<file path="src/rtl/power_mode_state_controller_core_assert.svh">
// assertion macros of the power mode controller rtl
`ifndef POWER_MODE_STATE_CONTROLLER_CORE_ASSERT_SVH
`define POWER_MODE_STATE_CONTROLLER_CORE_ASSERT_SVH

// same-cycle implication, disabled while reset is low
`define PMSC_ASSERT_IMP(lbl, clk, rstn, ante, cons, msg) \
  lbl: assert property (@(posedge clk) disable iff (!rstn) (ante) |-> (cons)) \
    else $error(msg);

// next-cycle implication, disabled while reset is low
`define PMSC_ASSERT_NXT(lbl, clk, rstn, ante, cons, msg) \
  lbl: assert property (@(posedge clk) disable iff (!rstn) (ante) |=> (cons)) \
    else $error(msg);

`endif

</file>
<file path="src/rtl/pmsc_pkg.sv">
// types, codes and lookup functions of the power mode controller
package pmsc_pkg;

  typedef enum logic [2:0] {
    MODE_ACTIVE,
    MODE_IDLE,
    MODE_STANDBY,
    MODE_SLEEP,
    MODE_LOW_POWER,
    MODE_CRITICAL,
    MODE_ERROR
  } mode_e;

  typedef enum logic [2:0] {
    ACT_ACTIVITY,
    ACT_INACTIVITY,
    ACT_LOW_POWER,
    ACT_CRITICAL,
    ACT_ERROR,
    ACT_FORCE,
    ACT_REFRESH
  } action_e;

  typedef enum logic [1:0] {
    RCV_NONE,
    RCV_BUSY,
    RCV_OK,
    RCV_FAIL
  } rcv_e;

  typedef enum logic [1:0] {
    FAULT_NONE,
    FAULT_UNRECOVERABLE,
    FAULT_RECOVERY_FAILED
  } fault_e;

  localparam logic [1:0]  REG_IDLE_TIMEOUT   = 2'd0;
  localparam logic [1:0]  REG_ERROR_LIMIT    = 2'd1;
  localparam logic [1:0]  REG_RECOVERY_LIMIT = 2'd2;

  localparam logic [31:0] IDLE_TIMEOUT_RST   = 32'd30000;
  localparam logic [7:0]  ERROR_LIMIT_RST    = 8'd3;
  localparam logic [7:0]  RECOVERY_LIMIT_RST = 8'd3;

  localparam logic [2:0]  STAT_TRANSITIONS   = 3'd4;
  localparam logic [2:0]  STAT_LOW_POWER     = 3'd5;
  localparam logic [2:0]  STAT_CRITICAL      = 3'd6;

  typedef struct packed {
    logic [1:0] motor;
    logic [1:0] sensor;
    logic [1:0] display;
    logic [1:0] comm;
  } enables_t;

  typedef struct packed {
    mode_e      pwr_mode;
    enables_t   en;
    rcv_e       recovery_status;
    fault_e     fault_code;
    logic [7:0] error_tally;
    logic [7:0] attempts_used;
    logic [31:0] stat_value;
  } result_t;

  function automatic enables_t mode_enables(mode_e mode);
    enables_t en;
    case (mode)
      MODE_ACTIVE:    en = '{motor: 2'd3, sensor: 2'd3, display: 2'd3, comm: 2'd3};
      MODE_IDLE:      en = '{motor: 2'd1, sensor: 2'd1, display: 2'd1, comm: 2'd3};
      MODE_STANDBY:   en = '{motor: 2'd0, sensor: 2'd0, display: 2'd1, comm: 2'd1};
      MODE_SLEEP:     en = '{motor: 2'd0, sensor: 2'd0, display: 2'd0, comm: 2'd1};
      MODE_LOW_POWER: en = '{motor: 2'd0, sensor: 2'd0, display: 2'd1, comm: 2'd1};
      default:        en = '{motor: 2'd0, sensor: 2'd0, display: 2'd0, comm: 2'd0};
    endcase
    return en;
  endfunction

endpackage

</file>
<file path="src/rtl/pmsc_if.sv">
// event and result channel interfaces of the power mode controller
interface pmsc_in_if;
  logic        valid;
  logic        ready;
  logic [2:0]  action;
  logic [31:0] now;
  logic [2:0]  target_state;
  logic        recovery_ok;
  logic [2:0]  stat_select;

  modport source (output valid, action, now, target_state, recovery_ok, stat_select,
                  input ready);
  modport sink (input valid, action, now, target_state, recovery_ok, stat_select,
                output ready);
endinterface

interface pmsc_out_if;
  logic        valid;
  logic        ready;
  logic [2:0]  pwr_mode;
  logic [1:0]  motor_ctrl;
  logic [1:0]  sensor_ctrl;
  logic [1:0]  display_ctrl;
  logic [1:0]  comm_ctrl;
  logic [1:0]  recovery_status;
  logic [1:0]  fault_code;
  logic [7:0]  error_tally;
  logic [7:0]  attempts_used;
  logic [31:0] stat_value;

  modport source (output valid, pwr_mode, motor_ctrl, sensor_ctrl, display_ctrl,
                  comm_ctrl, recovery_status, fault_code, error_tally, attempts_used,
                  stat_value, input ready);
  modport sink (input valid, pwr_mode, motor_ctrl, sensor_ctrl, display_ctrl,
                comm_ctrl, recovery_status, fault_code, error_tally, attempts_used,
                stat_value, output ready);
endinterface

</file>
<file path="src/rtl/power_mode_state_controller_core.sv">
// Power mode controller: takes one timestamped event beat per clock cycle while stage b is
// not held and returns one result beat for each via stage b and the output register. Mode,
// stamps, event counters and error/recovery counters sit in flops and are updated in the
// cycle an event is accepted. The four per-mode dwell accumulators live in a four-entry
// memory with two registered read ports: the entry of the mode being left and the entry
// chosen by stat_select are read at acceptance, the sum is formed in stage b and written
// back as stage b moves on; a bypass register covers a read meeting that write. Per-entry
// valid bits make the accumulators read as zero after reset, so no clearing pass is needed.
// The configuration port is a plain write port and should be written only while idle.
module power_mode_state_controller_core
  import pmsc_pkg::*;
(
  input  logic        clk_i,
  input  logic        rst_ni,
  pmsc_in_if.sink     in_i,
  pmsc_out_if.source  out_o,
  input  logic        cfg_we_i,
  input  logic [1:0]  cfg_idx_i,
  input  logic [31:0] cfg_wdata_i
);

  // configuration registers
  logic [31:0] idle_timeout_q;
  logic [7:0]  error_limit_q;
  logic [7:0]  recovery_limit_q;

  // scalar state
  mode_e       mode_q, mode_d;
  logic [31:0] last_act_q, last_act_d;
  logic [31:0] entry_q, entry_d;
  logic [31:0] trans_q, trans_d;
  logic [31:0] lp_q, lp_d;
  logic [31:0] crit_q, crit_d;
  logic [7:0]  err_q, err_d;
  logic [7:0]  att_q, att_d;
  rcv_e        phase_q, phase_d;

  // stage b and output register
  logic        b_vld_q;
  result_t     b_res_q, res_a;
  logic        b_sel_dwell_q;
  logic [1:0]  b_sel_q;
  logic        b_upd_q;
  logic [1:0]  b_upd_addr_q;
  logic [31:0] b_spent_q;
  logic        out_vld_q;
  result_t     out_q, res_b;

  // dwell memory
  logic [31:0] dwell_mem [4];
  logic [3:0]  dwell_vld_q;
  logic [31:0] rd_upd_q, rd_sel_q;
  logic        rd_upd_vld_q, rd_sel_vld_q;
  logic        fwd_vld_q;
  logic [1:0]  fwd_addr_q;
  logic [31:0] fwd_data_q;

  logic        acc, b_go, mem_we;
  logic        go_a, change_a, close_a, upd_a;
  mode_e       tgt_a;
  fault_e      fault_a;
  logic [7:0]  err_inc, att_inc;
  logic [31:0] idle_elapsed;
  logic [31:0] upd_old, upd_new, sel_old;

  assign b_go        = b_vld_q && (!out_vld_q || out_o.ready);
  assign in_i.ready  = !b_vld_q || b_go;
  assign acc         = in_i.valid && in_i.ready;
  assign mem_we      = b_go && b_upd_q;

  assign err_inc      = err_q + 8'd1;
  assign att_inc      = att_q + 8'd1;
  assign idle_elapsed = in_i.now - last_act_q;

  // event decode and scalar next state
  always_comb begin
    go_a       = 1'b0;
    tgt_a      = mode_q;
    close_a    = 1'b0;
    fault_a    = FAULT_NONE;
    last_act_d = last_act_q;
    lp_d       = lp_q;
    crit_d     = crit_q;
    err_d      = err_q;
    att_d      = att_q;
    phase_d    = phase_q;
    case (action_e'(in_i.action))
      ACT_ACTIVITY: begin
        last_act_d = in_i.now;
        go_a       = 1'b1;
        tgt_a      = MODE_ACTIVE;
      end
      ACT_INACTIVITY: begin
        go_a  = (idle_elapsed >= idle_timeout_q) && (mode_q == MODE_ACTIVE);
        tgt_a = MODE_IDLE;
      end
      ACT_LOW_POWER: begin
        lp_d  = lp_q + 32'd1;
        go_a  = 1'b1;
        tgt_a = MODE_LOW_POWER;
      end
      ACT_CRITICAL: begin
        crit_d = crit_q + 32'd1;
        go_a   = 1'b1;
        tgt_a  = MODE_CRITICAL;
      end
      ACT_ERROR: begin
        err_d = err_inc;
        if (err_inc >= error_limit_q) begin
          if (att_q >= recovery_limit_q) begin
            // attempts exhausted: no further try
            fault_a = FAULT_UNRECOVERABLE;
            go_a    = 1'b1;
            tgt_a   = MODE_ERROR;
          end else begin
            att_d = att_inc;
            if (in_i.recovery_ok) begin
              phase_d = RCV_OK;
              err_d   = 8'd0;
              go_a    = 1'b1;
              tgt_a   = MODE_ACTIVE;
            end else begin
              phase_d = RCV_FAIL;
              fault_a = FAULT_RECOVERY_FAILED;
              go_a    = (att_inc >= recovery_limit_q);
              tgt_a   = MODE_ERROR;
            end
          end
        end
      end
      ACT_FORCE: begin
        if (in_i.target_state <= 3'(MODE_ERROR)) begin
          go_a  = 1'b1;
          tgt_a = mode_e'(in_i.target_state);
        end
      end
      ACT_REFRESH: begin
        close_a = 1'b1;
      end
      default: begin
      end
    endcase
  end

  assign change_a = go_a && (tgt_a != mode_q);
  assign upd_a    = (change_a || close_a) && !mode_q[2];

  always_comb begin
    mode_d  = change_a ? tgt_a : mode_q;
    trans_d = change_a ? trans_q + 32'd1 : trans_q;
    entry_d = (change_a || close_a) ? in_i.now : entry_q;
  end

  // result fields known at acceptance; dwell statistics are filled in stage b
  always_comb begin
    res_a.pwr_mode        = mode_d;
    res_a.en              = mode_enables(mode_d);
    res_a.recovery_status = phase_d;
    res_a.fault_code      = fault_a;
    res_a.error_tally     = err_d;
    res_a.attempts_used   = att_d;
    case (in_i.stat_select)
      STAT_TRANSITIONS: res_a.stat_value = trans_d;
      STAT_LOW_POWER:   res_a.stat_value = lp_d;
      STAT_CRITICAL:    res_a.stat_value = crit_d;
      default:          res_a.stat_value = 32'd0;
    endcase
  end

  always_ff @(posedge clk_i or negedge rst_ni) begin
    if (!rst_ni) begin
      idle_timeout_q   <= IDLE_TIMEOUT_RST;
      error_limit_q    <= ERROR_LIMIT_RST;
      recovery_limit_q <= RECOVERY_LIMIT_RST;
    end else if (cfg_we_i) begin
      case (cfg_idx_i)
        REG_IDLE_TIMEOUT:   idle_timeout_q   <= cfg_wdata_i;
        REG_ERROR_LIMIT:    error_limit_q    <= cfg_wdata_i[7:0];
        REG_RECOVERY_LIMIT: recovery_limit_q <= cfg_wdata_i[7:0];
        default: begin
        end
      endcase
    end
  end

  always_ff @(posedge clk_i or negedge rst_ni) begin
    if (!rst_ni) begin
      mode_q     <= MODE_ACTIVE;
      last_act_q <= '0;
      entry_q    <= '0;
      trans_q    <= '0;
      lp_q       <= '0;
      crit_q     <= '0;
      err_q      <= '0;
      att_q      <= '0;
      phase_q    <= RCV_NONE;
    end else if (acc) begin
      mode_q     <= mode_d;
      last_act_q <= last_act_d;
      entry_q    <= entry_d;
      trans_q    <= trans_d;
      lp_q       <= lp_d;
      crit_q     <= crit_d;
      err_q      <= err_d;
      att_q      <= att_d;
      phase_q    <= phase_d;
    end
  end

  // stage b control and payload
  always_ff @(posedge clk_i or negedge rst_ni) begin
    if (!rst_ni) begin
      b_vld_q <= 1'b0;
    end else if (acc) begin
      b_vld_q <= 1'b1;
    end else if (b_go) begin
      b_vld_q <= 1'b0;
    end
  end

  always_ff @(posedge clk_i) begin
    if (acc) begin
      b_res_q       <= res_a;
      b_sel_dwell_q <= !in_i.stat_select[2];
      b_sel_q       <= in_i.stat_select[1:0];
      b_upd_q       <= upd_a;
      b_upd_addr_q  <= mode_q[1:0];
      b_spent_q     <= in_i.now - entry_q;
    end
  end

  // dwell memory: two registered read ports, one write port
  always_ff @(posedge clk_i) begin
    if (acc) begin
      rd_upd_q <= dwell_mem[mode_q[1:0]];
      rd_sel_q <= dwell_mem[in_i.stat_select[1:0]];
    end
    if (mem_we) begin
      dwell_mem[b_upd_addr_q] <= upd_new;
    end
  end

  always_ff @(posedge clk_i or negedge rst_ni) begin
    if (!rst_ni) begin
      dwell_vld_q  <= '0;
      rd_upd_vld_q <= 1'b0;
      rd_sel_vld_q <= 1'b0;
      fwd_vld_q    <= 1'b0;
      fwd_addr_q   <= '0;
      fwd_data_q   <= '0;
    end else begin
      if (acc) begin
        rd_upd_vld_q <= dwell_vld_q[mode_q[1:0]];
        rd_sel_vld_q <= dwell_vld_q[in_i.stat_select[1:0]];
      end
      if (mem_we) begin
        dwell_vld_q[b_upd_addr_q] <= 1'b1;
        // bypass copy of the latest write, always equal to the memory contents
        fwd_vld_q  <= 1'b1;
        fwd_addr_q <= b_upd_addr_q;
        fwd_data_q <= upd_new;
      end
    end
  end

  always_comb begin
    if (fwd_vld_q && (fwd_addr_q == b_upd_addr_q)) begin
      upd_old = fwd_data_q;
    end else begin
      upd_old = rd_upd_vld_q ? rd_upd_q : 32'd0;
    end
    if (fwd_vld_q && (fwd_addr_q == b_sel_q)) begin
      sel_old = fwd_data_q;
    end else begin
      sel_old = rd_sel_vld_q ? rd_sel_q : 32'd0;
    end
    upd_new = upd_old + b_spent_q;
  end

  always_comb begin
    res_b = b_res_q;
    if (b_sel_dwell_q) begin
      res_b.stat_value = (b_upd_q && (b_upd_addr_q == b_sel_q)) ? upd_new : sel_old;
    end
  end

  // output register
  always_ff @(posedge clk_i or negedge rst_ni) begin
    if (!rst_ni) begin
      out_vld_q <= 1'b0;
    end else if (b_go) begin
      out_vld_q <= 1'b1;
    end else if (out_o.ready) begin
      out_vld_q <= 1'b0;
    end
  end

  always_ff @(posedge clk_i) begin
    if (b_go) begin
      out_q <= res_b;
    end
  end

  assign out_o.valid           = out_vld_q;
  assign out_o.pwr_mode        = out_q.pwr_mode;
  assign out_o.motor_ctrl      = out_q.en.motor;
  assign out_o.sensor_ctrl     = out_q.en.sensor;
  assign out_o.display_ctrl    = out_q.en.display;
  assign out_o.comm_ctrl       = out_q.en.comm;
  assign out_o.recovery_status = out_q.recovery_status;
  assign out_o.fault_code      = out_q.fault_code;
  assign out_o.error_tally     = out_q.error_tally;
  assign out_o.attempts_used   = out_q.attempts_used;
  assign out_o.stat_value      = out_q.stat_value;

`include "power_mode_state_controller_core_assert.svh"

  `PMSC_ASSERT_IMP(a_no_accept_over_stall, clk_i, rst_ni, acc, !b_vld_q || b_go, "beat over stall")
  `PMSC_ASSERT_NXT(a_stage_b_holds, clk_i, rst_ni, b_vld_q && !b_go, b_vld_q && $stable(b_res_q), "stage lost")
  `PMSC_ASSERT_NXT(a_unrec_to_error, clk_i, rst_ni, acc && (fault_a == FAULT_UNRECOVERABLE), mode_q == MODE_ERROR, "no error mode")

endmodule

</file>
<file path="src/flat_wrapper.sv">
// flat-port wrapper written by rule: the top's interface ports become plain ports
module power_mode_state_controller_core_flat import pmsc_pkg::*;
  (clk_i, rst_ni, cfg_we_i, cfg_idx_i, cfg_wdata_i, in_i_valid, in_i_action, in_i_now, in_i_target_state, in_i_recovery_ok, in_i_stat_select, in_i_ready, out_o_valid, out_o_pwr_mode, out_o_motor_ctrl, out_o_sensor_ctrl, out_o_display_ctrl, out_o_comm_ctrl, out_o_recovery_status, out_o_fault_code, out_o_error_tally, out_o_attempts_used, out_o_stat_value, out_o_ready);
  pmsc_in_if in_i_i ();
  pmsc_out_if out_o_i ();
  input  logic clk_i;
  input  logic rst_ni;
  input  logic cfg_we_i;
  input  logic [1:0] cfg_idx_i;
  input  logic [31:0] cfg_wdata_i;
  input wire logic [$bits(in_i_i.valid)-1:0] in_i_valid;
  input wire logic [$bits(in_i_i.action)-1:0] in_i_action;
  input wire logic [$bits(in_i_i.now)-1:0] in_i_now;
  input wire logic [$bits(in_i_i.target_state)-1:0] in_i_target_state;
  input wire logic [$bits(in_i_i.recovery_ok)-1:0] in_i_recovery_ok;
  input wire logic [$bits(in_i_i.stat_select)-1:0] in_i_stat_select;
  output wire logic [$bits(in_i_i.ready)-1:0] in_i_ready;
  output wire logic [$bits(out_o_i.valid)-1:0] out_o_valid;
  output wire logic [$bits(out_o_i.pwr_mode)-1:0] out_o_pwr_mode;
  output wire logic [$bits(out_o_i.motor_ctrl)-1:0] out_o_motor_ctrl;
  output wire logic [$bits(out_o_i.sensor_ctrl)-1:0] out_o_sensor_ctrl;
  output wire logic [$bits(out_o_i.display_ctrl)-1:0] out_o_display_ctrl;
  output wire logic [$bits(out_o_i.comm_ctrl)-1:0] out_o_comm_ctrl;
  output wire logic [$bits(out_o_i.recovery_status)-1:0] out_o_recovery_status;
  output wire logic [$bits(out_o_i.fault_code)-1:0] out_o_fault_code;
  output wire logic [$bits(out_o_i.error_tally)-1:0] out_o_error_tally;
  output wire logic [$bits(out_o_i.attempts_used)-1:0] out_o_attempts_used;
  output wire logic [$bits(out_o_i.stat_value)-1:0] out_o_stat_value;
  input wire logic [$bits(out_o_i.ready)-1:0] out_o_ready;
  assign in_i_i.valid = in_i_valid;
  assign in_i_i.action = in_i_action;
  assign in_i_i.now = in_i_now;
  assign in_i_i.target_state = in_i_target_state;
  assign in_i_i.recovery_ok = in_i_recovery_ok;
  assign in_i_i.stat_select = in_i_stat_select;
  assign in_i_ready = in_i_i.ready;
  assign out_o_valid = out_o_i.valid;
  assign out_o_pwr_mode = out_o_i.pwr_mode;
  assign out_o_motor_ctrl = out_o_i.motor_ctrl;
  assign out_o_sensor_ctrl = out_o_i.sensor_ctrl;
  assign out_o_display_ctrl = out_o_i.display_ctrl;
  assign out_o_comm_ctrl = out_o_i.comm_ctrl;
  assign out_o_recovery_status = out_o_i.recovery_status;
  assign out_o_fault_code = out_o_i.fault_code;
  assign out_o_error_tally = out_o_i.error_tally;
  assign out_o_attempts_used = out_o_i.attempts_used;
  assign out_o_stat_value = out_o_i.stat_value;
  assign out_o_i.ready = out_o_ready;
  power_mode_state_controller_core u_core (.clk_i(clk_i), .rst_ni(rst_ni), .in_i(in_i_i), .out_o(out_o_i), .cfg_we_i(cfg_we_i), .cfg_idx_i(cfg_idx_i), .cfg_wdata_i(cfg_wdata_i));
endmodule
</file>
<file path="config.mk">
export PLATFORM = sky130hd
export DESIGN_NAME = power_mode_state_controller_core_flat
export DESIGN_NICKNAME = d
export VERILOG_FILES = /design/src/rtl/pmsc_pkg.sv /design/src/rtl/pmsc_if.sv /design/src/rtl/power_mode_state_controller_core.sv /design/src/flat_wrapper.sv
export VERILOG_INCLUDE_DIRS = /design/src /design/src/rtl
export SDC_FILE = /design/constraint.sdc
export NUM_CORES = 1
export LEC_CHECK = 0
export ABC_CLOCK_PERIOD_IN_PS = 7780
export BUFFER_PORTS_ARGS = -buffer_cell sky130_fd_sc_hd__buf_2
export CORE_ASPECT_RATIO = 0.6
export CORE_MARGIN = 3
export CORE_UTILIZATION = 48
export CTS_CLUSTER_DIAMETER = 150
export DETAILED_ROUTE_END_ITERATION = 6
export PLACE_DENSITY_LB_ADDON = 0.12
export SLEW_MARGIN = 20
export SYNTH_ARGS = -nofsm -noshare
export SYNTH_HDL_FRONTEND = slang
export SYNTH_SLANG_ARGS = --single-unit
</file>
<file path="constraint.sdc">
create_clock -name clk_i -period 7.78 [get_ports clk_i]
set_input_delay 1.556 -clock clk_i [delete_from_list [all_inputs] [get_ports clk_i]]
set_output_delay 1.556 -clock clk_i [all_outputs]
set_load 0.005 [all_outputs]
</file>
==> results_dict.tcl <==
set metrics [dict create \
    nNetsFinal 3329 \
    area_delta_synth_final_pct 11.61 \
    std_cell_rows 74 \
    cts_hold_buf 0 \
    synthArstFlopShare_pct 43.87 \
    post_cts_resized 0 \
    cp.arrival_ns 7.64 \
    slew_headroom_pct 21.87 \
    synth_top_cell_area_share_pct 31.45 \
    clock_path_buffers 3 \
    start_util_pct 48.69 \
    place_congestion 0.8879 \
    use_met2_pct 33.87 \
    final-hold-violation-count 0 \
    gr-total-overflow 0 \
    syn_area_per_cell_sq_um 11.16 \
    crit_required_ns 8.18 \
    grt_pass1_wl_microns 136300 \
    critPathKind "in2reg" \
    finalSetupViolations 0 \
    drt_pass1_iterations 7 \
    cts-htree-levels 2 \
    timing.rr.end "u_core.b_res_q[19]$_DFFE_PP_" \
    top_usage_layer "met1" \
    fin_crit_ns 7.239 \
    outcome "finished clean" \
    synth_seq_cells 620 \
    drc 0 \
    antenna_found_initial 2 \
    core_sq_mm 0.06824 \
    clk_latency_ns 0.65 \
    synthesis.instances 2977 \
    hold_depth 0 \
    synth-seq-area-share_pct 51.98 \
    drv_cap 0 \
    cts.sinks 620 \
    grt.total_usage_pct 24.13 \
    grt_pass1_vias 23050 \
    crit_fanout 8 \
    synth.distinct_cells 92 \
    rrSetupSlack_ns 1.33 \
    drtAntennaViolNets 0 \
    slew_viol_final 0 \
    timing.rr.start "u_core.last_act_q[0]$_DFFE_PN0P_" \
    worst_pin_slew_ns 1.161 \
    syn-cell-area_sq_mm 0.03323 \
    synth_fp_nets 3215 \
    die_y_microns 209.8 \
    start_kind "input port" \
    drt_iter0_markers 2259 \
    die_w_microns 345.7 \
    via_per_inst 5.835 \
    hold_class "reg2reg" \
    critPathCaptureType "register" \
    power.total_uw 13060 \
    io_pins 146 \
    wl_microns 87900 \
    synth_area_leaders "edfxtp_1 31%, dfrtp_1 20%, ha_1 5.8%, xnor2_1 4.9%, nand2_1 4.6%" \
    crit_path_start "in_i_now[0]" \
    synthFlopType "edfxtp_1" \
    clk_pin_slew_ns 0.07 \
    cts-buffers-inserted 60 \
    setup-tns-final_ns 0 \
    post-route-period-util_pct 93.05 \
    synth_warnings 0 \
    tritoncts "done" \
    postCtsSetupRepairBufs 0 \
    cts-root-buf "clkbuf_16" \
    fin_skew_ns 0.01908 \
    powerDensity_mw_per_mm2 352.0 \
    synth_edf_count 348 \
    place_hpwl_microns 60840 \
    nFillCells 5798 \
    wire_per_inst_microns 21.67 \
    fmax_mhz 138.1 \
    cp-endpoint "u_core.b_res_q[19]$_DFFE_PP_" \
    rr_worst_depth 22 \
    irDropWorstVdd_uv 174.5 \
    grt_start_max_net_pins 113 \
    num_vias 23670 \
    die_area_sq_mm 0.07252 \
    use_met1_pct 37.23 \
    port_buffers 145 \
    drive_gt1_share_pct 15.18 \
    synth_top_area_cell "edfxtp_1" \
    rsz0062_at_grt "no" \
    grt_use_met3_pct 5.657 \
    p_leak_uw 0.01536 \
]
cell type report:
type,instances,area [sq um],share of cell area (%)
well taps,912,1141,3.077
diodes,3,7.507,0.02024
clock inverters,48,524.3,1.414
clock buffers,65,1583,4.268
inverters,171,649.4,1.751
repair buffers,184,1054,2.841
multi-input cells,2054,14850,40.05
flip-flops and latches,620,17270,46.58
report_power, final:
group | internal (uW) | switching (uW) | total [uW]
Combinational | 1800 | 3120 | 4920
Sequential | 4600 | 402 | 5000
Clock | 1800 | 1330 | 3130
logic make-up (layout without fill, tap and decap cells):
family,count (synthesis),after routing,synth area share (%)
AO/OA/AOI/OAI,486,486,9.708
flip-flops,620,620,51.98
other,0,3,0
multiplexers,163,163,7.731
buffers and inverters,303,468,3.521
XOR/XNOR,268,268,7.064
adder cells (fa/ha/maj),158,158,6.010
AND/OR/NAND/NOR,979,979,13.99
per-stage QoR:
step                cells  hold slack [ns]  worst slack [ns]  util (%)  cell area, sq um
finish               4057           0.4160            0.5408     54.35             37090
global route         4056           0.4212            0.2413     54.34             37080
CTS                  4054           0.4183            0.7046     54.34             37080
detailed placement   3941           0.4045           0.04224     51.25             34970
global placement     3941           0.4006            0.2385     51.25             34970
floorplan            2977           0.4003            0.3873         -             33230
routing by layer:
layer / vias to the layer above / part of all wire (%) / routed length (microns)
li1: 10960 / - / -
met1: 11740 / 48 / 41980
met2: 833 / 41 / 36160
met3: 134 / 8.5 / 7498
met4: 0 / 2.6 / 2261
met5: - / 0 / 0
worst max-delay path, stage by stage:
cell,delay (ns)
buf_2,0.11
inv_1,0.10
ha_1,0.18
inv_1,0.06
fa_1,0.45
a211oi_1,0.38
o211ai_1,0.18
nand3_1,0.18
o21ai_1,0.18
a41o_1,0.31
a211oi_1,0.37
o21ai_1,0.20
a211o_1,0.30
ha_1,0.29
nand4_1,0.12
nor3_1,0.29
o21ai_0,0.13
o22ai_1,0.19
a2bb2oi_1,0.39
a211oi_2,0.22
buf_4,0.29
a311oi_2,0.46
mux2_2,0.40
a211o_1,0.29
state kept, by name (all words and copies together), names as in the netlist, 32 cells and up:
register and cells:
u_core.b_res_q 59, u_core.b_spent_q 32, u_core.crit_q 32, u_core.dwell_mem 128, u_core.entry_q 32, u_core.fwd_data_q 32
u_core.idle_timeout_q 32, u_core.last_act_q 32, u_core.lp_q 32, u_core.out_o.stat_value 32, u_core.rd_sel_q 32, u_core.rd_upd_q 32
u_core.trans_q 32
worst min path at each step:
stage / start / to / slack [ns]
finish: u_core.b_res_q[35]$_DFFE_PP_ / u_core.out_o.attempts_used[3]$_DFFE_PP_ / 0.42
global route: u_core.b_res_q[32]$_DFFE_PP_ / u_core.out_o.attempts_used[0]$_DFFE_PP_ / 0.42
CTS: u_core.b_res_q[35]$_DFFE_PP_ / u_core.out_o.attempts_used[3]$_DFFE_PP_ / 0.42
detailed placement: u_core.b_res_q[56]$_DFFE_PP_ / u_core.out_o.sensor_ctrl[0]$_DFFE_PP_ / 0.40
global placement: u_core.b_res_q[32]$_DFFE_PP_ / u_core.out_o.attempts_used[0]$_DFFE_PP_ / 0.40
floorplan: u_core.b_res_q[32]$_DFFE_PP_ / u_core.out_o.attempts_used[0]$_DFFE_PP_ / 0.40
cell usage after synthesis (all sizes together) (89+ instances only):
cell and instances:
a21oi 111, clkbuf 91, dfrtp 261, edfxtp 348, ha 154, inv 171, mux2 89, nand2 409
nand3 160, nor2 130, o21ai 119, xnor2 185
cells in the final DEF, fill, tap and decap left out, types with 16 or more instances in the layout:
cell / netlist / layout
a211oi_1: 21 / 21
inv_1: 169 / 169
dfrtp_1: 261 / 258
a21o_1: 38 / 38
xnor2_1: 185 / 185
o21a_1: 16 / 16
nand3_1: 159 / 156
o211ai_1: 27 / 27
a21oi_1: 110 / 110
ha_1: 154 / 154
or3_1: 25 / 25
nor3_1: 38 / 36
nand2b_1: 21 / 21
edfxtp_1: 348 / 348
mux4_2: 66 / 66
mux2_1: 31 / 31
and3_1: 67 / 65
xor2_1: 83 / 83
nor2_1: 129 / 128
nand2_1: 409 / 407
clkinv_2: 0 / 17
buf_4: 5 / 37
o22ai_1: 30 / 30
mux2_2: 58 / 58
clkbuf_16: 0 / 62
nand4_1: 30 / 30
buf_2: 11 / 144
o21ai_0: 106 / 106
No activity file was read; power rests on OpenSTA's default activity.
